<file path="src/rtl/slt_pkg.sv">
// Shared types, constants and helpers for the script label table.
`default_nettype none

package slt_pkg;

    // Table geometry
    localparam int MAX_LABELS    = 32;
    localparam int NAME_BYTES    = 31;
    localparam int PROGRAM_BYTES = 65536;
    localparam int PREFIX_LEN    = 6;
    localparam int LOOK_LEN_MAX  = 63;

    // Derived widths
    localparam int IDX_W   = $clog2(MAX_LABELS);
    localparam int TOTAL_W = $clog2(MAX_LABELS + 1);
    localparam int NAME_AW = $clog2(NAME_BYTES);
    localparam int LEN_W   = $clog2(NAME_BYTES + 1);
    localparam int POS_W   = 17;
    localparam int LOOK_W  = 6;
    localparam int PFX_W   = 3;

    // Character codes
    localparam logic [7:0] CHAR_NL  = 8'h0A;
    localparam logic [7:0] CHAR_NUL = 8'h00;

    // Item command codes
    localparam logic CMD_SCAN   = 1'b0;
    localparam logic CMD_LOOKUP = 1'b1;

    // Result kind codes
    localparam logic KIND_SCAN   = 1'b0;
    localparam logic KIND_LOOKUP = 1'b1;

    // Input item
    typedef struct packed {
        logic       command;
        logic [7:0] char_in;
        logic       last;
    } slt_req_t;

    // Result item
    typedef struct packed {
        logic               kind;
        logic               found;
        logic [POS_W-1:0]   position;
        logic [TOTAL_W-1:0] label_total_out;
    } slt_rsp_t;

    // Line scanner modes
    typedef enum logic [1:0] {
        MODE_PREFIX,
        MODE_CAPTURE,
        MODE_FROZEN,
        MODE_SKIP
    } line_mode_t;

    // Controller states
    typedef enum logic [1:0] {
        ST_IDLE,
        ST_MATCH,
        ST_ANSWER
    } ctrl_state_t;

    // Controller to datapath commands
    typedef struct packed {
        logic scan_step;
        logic char_take;
        logic match_step;
        logic answer_load;
    } slt_cmd_t;

    // Datapath to controller status
    typedef struct packed {
        logic char_last;
        logic rsp_busy;
    } slt_stat_t;

    // Byte of the label prefix at a given offset
    function automatic logic [7:0] prefix_char(input logic [PFX_W-1:0] idx);
        logic [7:0] ch;
        unique case (idx)
            3'd0:    ch = 8'h6C;
            3'd1:    ch = 8'h61;
            3'd2:    ch = 8'h62;
            3'd3:    ch = 8'h65;
            3'd4:    ch = 8'h6C;
            3'd5:    ch = 8'h20;
            default: ch = 8'h00;
        endcase
        return ch;
    endfunction

endpackage

`default_nettype wire

</file>
<file path="src/rtl/slt_ctrl.sv">
// Controller state machine: sequences scan bytes and lookup characters.
`default_nettype none

module slt_ctrl
    import slt_pkg::*;
(
    input  wire logic      clk,
    input  wire logic      rst_n,
    input  wire logic      req_valid,
    input  wire logic      req_command,
    input  wire logic      req_last,
    output      logic      req_stall,
    input  wire slt_stat_t stat,
    output      slt_cmd_t  cmd
);

    ctrl_state_t state_reg;
    ctrl_state_t state_next;
    logic        take;

    // State register
    always_ff @(posedge clk or negedge rst_n)
    begin
        if (!rst_n)
        begin
            state_reg <= ST_IDLE;
        end
        else
        begin
            state_reg <= state_next;
        end
    end

    // Next state and commands
    always_comb
    begin
        state_next = state_reg;
        cmd        = '0;
        req_stall  = 1'b1;
        take       = 1'b0;
        unique case (state_reg)
            ST_IDLE:
            begin
                // hold a final item while the result register is occupied
                req_stall = stat.rsp_busy && req_last;
                take      = req_valid && !req_stall;
                if (take && req_command == CMD_SCAN)
                begin
                    cmd.scan_step = 1'b1;
                end
                else if (take)
                begin
                    cmd.char_take = 1'b1;
                    state_next    = ST_MATCH;
                end
            end
            ST_MATCH:
            begin
                cmd.match_step = 1'b1;
                state_next     = stat.char_last ? ST_ANSWER : ST_IDLE;
            end
            ST_ANSWER:
            begin
                cmd.answer_load = 1'b1;
                state_next      = ST_IDLE;
            end
            default:
            begin
                state_next = ST_IDLE;
            end
        endcase
    end

endmodule

`default_nettype wire

</file>
<file path="config.mk">
export PLATFORM = sky130hd
export DESIGN_NAME = slt_ctrl
export DESIGN_NICKNAME = d
export VERILOG_FILES = /design/src/rtl/slt_pkg.sv /design/src/rtl/slt_ctrl.sv
export SDC_FILE = /design/constraint.sdc
export NUM_CORES = 1
export LEC_CHECK = 0
export BUFFER_PORTS_ARGS = -buffer_cell sky130_fd_sc_hd__buf_2
export CAP_MARGIN = 40
export CORE_AREA = 2 2 39 41
export CTS_BUF_LIST = sky130_fd_sc_hd__clkbuf_8
export CTS_CLUSTER_SIZE = 25
export DETAILED_ROUTE_END_ITERATION = 8
export DIE_AREA = 0 0 41 43
export PLACE_DENSITY = 0.3
export SLEW_MARGIN = 20
export SYNTH_ARGS = -nofsm -noshare
export SYNTH_HDL_FRONTEND = slang
export SYNTH_SLANG_ARGS = --single-unit
</file>
<file path="constraint.sdc">
create_clock -name clk -period 2.2 [get_ports clk]
set_input_delay 0.22 -clock clk [delete_from_list [all_inputs] [get_ports clk]]
set_output_delay 0.22 -clock clk [all_outputs]
set_load 0.05 [all_outputs]
</file>
Yosys cells after proc, flatten, opt, wreduce, memory -nomap -nowiden
Cells that the tools add are included.
{"block": "totals", "latchBits": 0, "rom_bits": 0, "reg_bits": 2, "inputBits": 7, "out_inout_bits": 5, "mem_count": 0, "word_cells": 23, "ram_bits": 0}
{"block": "op_classes", "muxes": 11, "magnitude_cmp": 0, "addsub": 0, "eq_ne": 4, "n_mul": 0, "n_shift": 0, "n_bitwise": 1, "n_reduce_logical": 6, "div": 0}
{"op": "2-bit 2-to-1 mux", "n": 4}
{"op": "1-bit 2-to-1 mux", "n": 6}
{"op": "2-bit inequality test, second input constant", "n": 2}
{"op": "2-bit case mux with 2 select lines", "n": 1}
{"op": "1-bit logical AND", "n": 3}
{"op": "2-bit by 1-bit equality test with 1-bit output, second input constant", "n": 1}
{"op": "2-bit equality test, second input constant", "n": 1}
{"op": "2-bit logical NOT", "n": 1}
{"op": "2-bit AND reduction", "n": 1}
{"op": "1-bit logical NOT", "n": 1}
{"op": "1-bit inverter", "n": 1}

Logic depth before layout (Yosys ltp)
{"block": "depth", "depth_word": 6, "ltp_mapped": 2, "depth_no_buf": 2}

Worst setup path before layout
Ideal clock, no wire load.
{"block": "synth_path", "path_type": "register -> output", "from": "register state_reg[1]", "to": "output cmd[2] in the netlist's numbering", "t_required_ps": 1980, "path_stages_with_launch": 3, "t_arrival_ps": 1598, "n_path_buf": 0, "path_slack_ps": 382, "path_cell_list": "dfrtp_1 a211o_1 nor2_1"}
{"element": "start, declared", "line_no": "slt_ctrl.sv:17", "rtl": "ctrl_state_t state_reg;"}
{"element": "start signal, assigned", "line_no": "slt_ctrl.sv:30", "rtl": "state_reg <= state_next;"}
{"element": "end, declared", "line_no": "slt_ctrl.sv:14", "rtl": "output slt_cmd_t cmd"}

==> flow_metrics.env <==
export IMPL_diodes=0
export IMPL_rows=14
export IMPL_worst_setup_path_end_kind="output pin"
export IMPL_synth_area_um2=101
export IMPL_antenna_found_initial=0
export IMPL_post_place_ws_ns=0.861
export IMPL_detail_route_antenna_nets=0
export IMPL_num_fill_cells=157
export IMPL_cap_violations=0
export IMPL_cp_slowest_stage_delay_ns=0.37
export IMPL_cts_max_path_buffers=2
export IMPL_cts_sinks=2
export IMPL_syn_area_per_cell_um2=10.1
export IMPL_path_buf_inv=1
export IMPL_cts_tree="built"
export IMPL_place_gp_congestion=0.600
export IMPL_synth_top_cell_area_share_pct=49.4
export IMPL_setup_viol=0
export IMPL_die_w_um=41
export IMPL_dr_pass1_iters=2
export IMPL_synth_net_count=17
export IMPL_crit_chain="a211o_1 -> nor3b_2 -> buf_2"
export IMPL_grt_pass1_vias=131
export IMPL_path_clk_slew_ns=0.03
export IMPL_drive_gt1_share_pct=60.0
export IMPL_core_um2=1380
export IMPL_synthTopCellsByArea="dfrtp_1 49%, nor2b_1 12%, nor3b_2 12%"
export IMPL_cts_root_buf="clkbuf_8"
export IMPL_max_freq_mhz=643
export IMPL_dp_hpwl_um=284
export IMPL_drt_total_wl_um=357
export IMPL_tightestPinTransition_ns=0.257
export IMPL_largest_reg_flops=2
export IMPL_path_delay_family="flip-flops"
export IMPL_portBuffers=11
export IMPL_regToRegSetupSlack_ns=1.33
export IMPL_vias=132
export IMPL_nets=34
export IMPL_finish_utilization_pct=16.5
export IMPL_slew_viol_final=0
export IMPL_syn_inst=10
export IMPL_worst_path_max_delay_cell="dfrtp_1"
export IMPL_syn_to_final_growth_pct=125
export IMPL_yosysTopAreaCell="dfrtp_1"
export IMPL_critPathArrivalTime_ns=1.34
export IMPL_synth_seq_cells=2
export IMPL_fin_setup_tns_ns=0
export IMPL_grt_max_degree=5
export IMPL_grt_overflow=0
export IMPL_dieArea_um2=1760
export IMPL_grt_pass1_wl_um=496
export IMPL_wl_per_cell_um=8.71
export IMPL_grt_usage_pct=5.63
export IMPL_path_class="flip-flop to output pin"
export IMPL_fin_crit_ns=1.56
export IMPL_htree_num_levels=1
export IMPL_pin_count=12
export IMPL_synth_seq_area_share_pct=49.4
export IMPL_die_h_um=43
export IMPL_timing_final_crit_share_pct=70.7
export IMPL_post_route_drc_count=0
export IMPL_crit_path_start_kind="flip-flop"
export IMPL_yosys_warnings=0
export IMPL_viasPerCell=3.22
export IMPL_hold_path_class="input pin to flip-flop"
export IMPL_p_leak_nw=0.129
export IMPL_p_per_area_nw_per_um2=991
export IMPL_path_max_fanout=4
export IMPL_slew_headroom_pct=83.0
export IMPL_cts_inserted_buffers=3
export IMPL_rsz0062_at_grt="false"
export IMPL_clock_latency_ns=0.21
export IMPL_cp_required_ns=1.98
export IMPL_drtIter0Drc=4
export IMPL_timing_final_ws_setup_ns=0.645
export IMPL_ys_types=7
export IMPL_outcome="completed"
export IMPL_initial_core_util_pct=7.32
export IMPL_clock_skew_ns=0.000887
export IMPL_peakVddDrop_mv=0.207
export IMPL_hold_violations=0
cells in the mapped netlist:
| cell | n |
|---|---|
| nor3b_2 | 1 |
| nor2_1 | 2 |
| and2_1 | 1 |
| dfrtp_1 | 2 |
| nand2_1 | 1 |
| a211o_1 | 1 |
| nor2b_1 | 2 |
power by group:
part           leakage, nW  internal [W]  switching, W   total, W
Clock               0.0216      0.000116     0.0000278   0.000143
Combinational       0.0800     0.0000127     0.0000296  0.0000423
Sequential          0.0270     0.0000388    0.00000107  0.0000399
Total                0.129      0.000167     0.0000585   0.000226
worst reg2reg max path: cells and delay by family (launching register included):
family,cells,cell delay [ns]
and+or+nand+nor,1,0.11
AOI/OAI and AO/OA,1,0.32
DFF,1,0.37
timing repair:
item | 4_1_cts | 5_1_grt
hold endpoints to repair | 2 | 0
setup buffers | 0 | 0
resized for setup | 0 | 0
hold buffers | 1 | 0
metal layers:
layer	vias to the layer above	routed length [um]	GRT usage [%]
li1	64	-	-
met1	52	183	6.45
met2	14	91	3.75
met3	2	67	4.71
met4	0	15	10.0
met5	-	0	0
cell families (layout without fill, tap and decap cells):
kind of cell,after synthesis,in the layout,share of synthesized area [%]
AND/OR/NAND/NOR,7,7,42.0
flip-flops,2,2,49.4
AO/OA/AOI/OAI,1,1,8.64
buffers and inverters,0,15,0
worst paths after layout:
path,start,to,cells after the start
min in group asynchronous,rst_n,state_reg[0],2
max in group asynchronous,rst_n,state_reg[1],2
worst min-delay path,stat[1],state_reg[1],2
worst max register to register,state_reg[1],state_reg[0],2
worst min register to register,state_reg[1],state_reg[1],2
worst max-delay path,state_reg[1],cmd[3],3
cells in the final DEF, fill, tap and decap left out:
| master | netlist | final |
|---|---|---|
| dfrtp_1 | 2 | 2 |
| nor2_1 | 2 | 2 |
| and2_1 | 1 | 1 |
| buf_2 | 0 | 11 |
| nor2b_1 | 2 | 2 |
| nor3b_2 | 1 | 1 |
| nand2_1 | 1 | 1 |
| dlygate4sd3_1 | 0 | 1 |
| clkbuf_8 | 0 | 3 |
| a211o_1 | 1 | 1 |
stage by stage:
stage	power (W)	instance area, um^2	hold WS, ns	cells
after floorplan	0.0000683	101	-0.0756	10
after global placement	0.0000807	176	0.00847	37
after detailed placement	0.0000812	176	0.00924	37
after CTS	0.000231	228	0.225	41
after global routing	0.000238	228	0.237	41
final	0.000226	228	0.230	41
layout make-up:
cell class                 instances  area (um^2)  area share, %
timing repair buffer              12         65.1           28.6
clock buffer                       3         41.3           18.1
tap                               16         20.0           8.79
multi-input combinational          8         51.3           22.5
sequential                         2         50.0           22.0
Power figures use the tool's default switching activity.
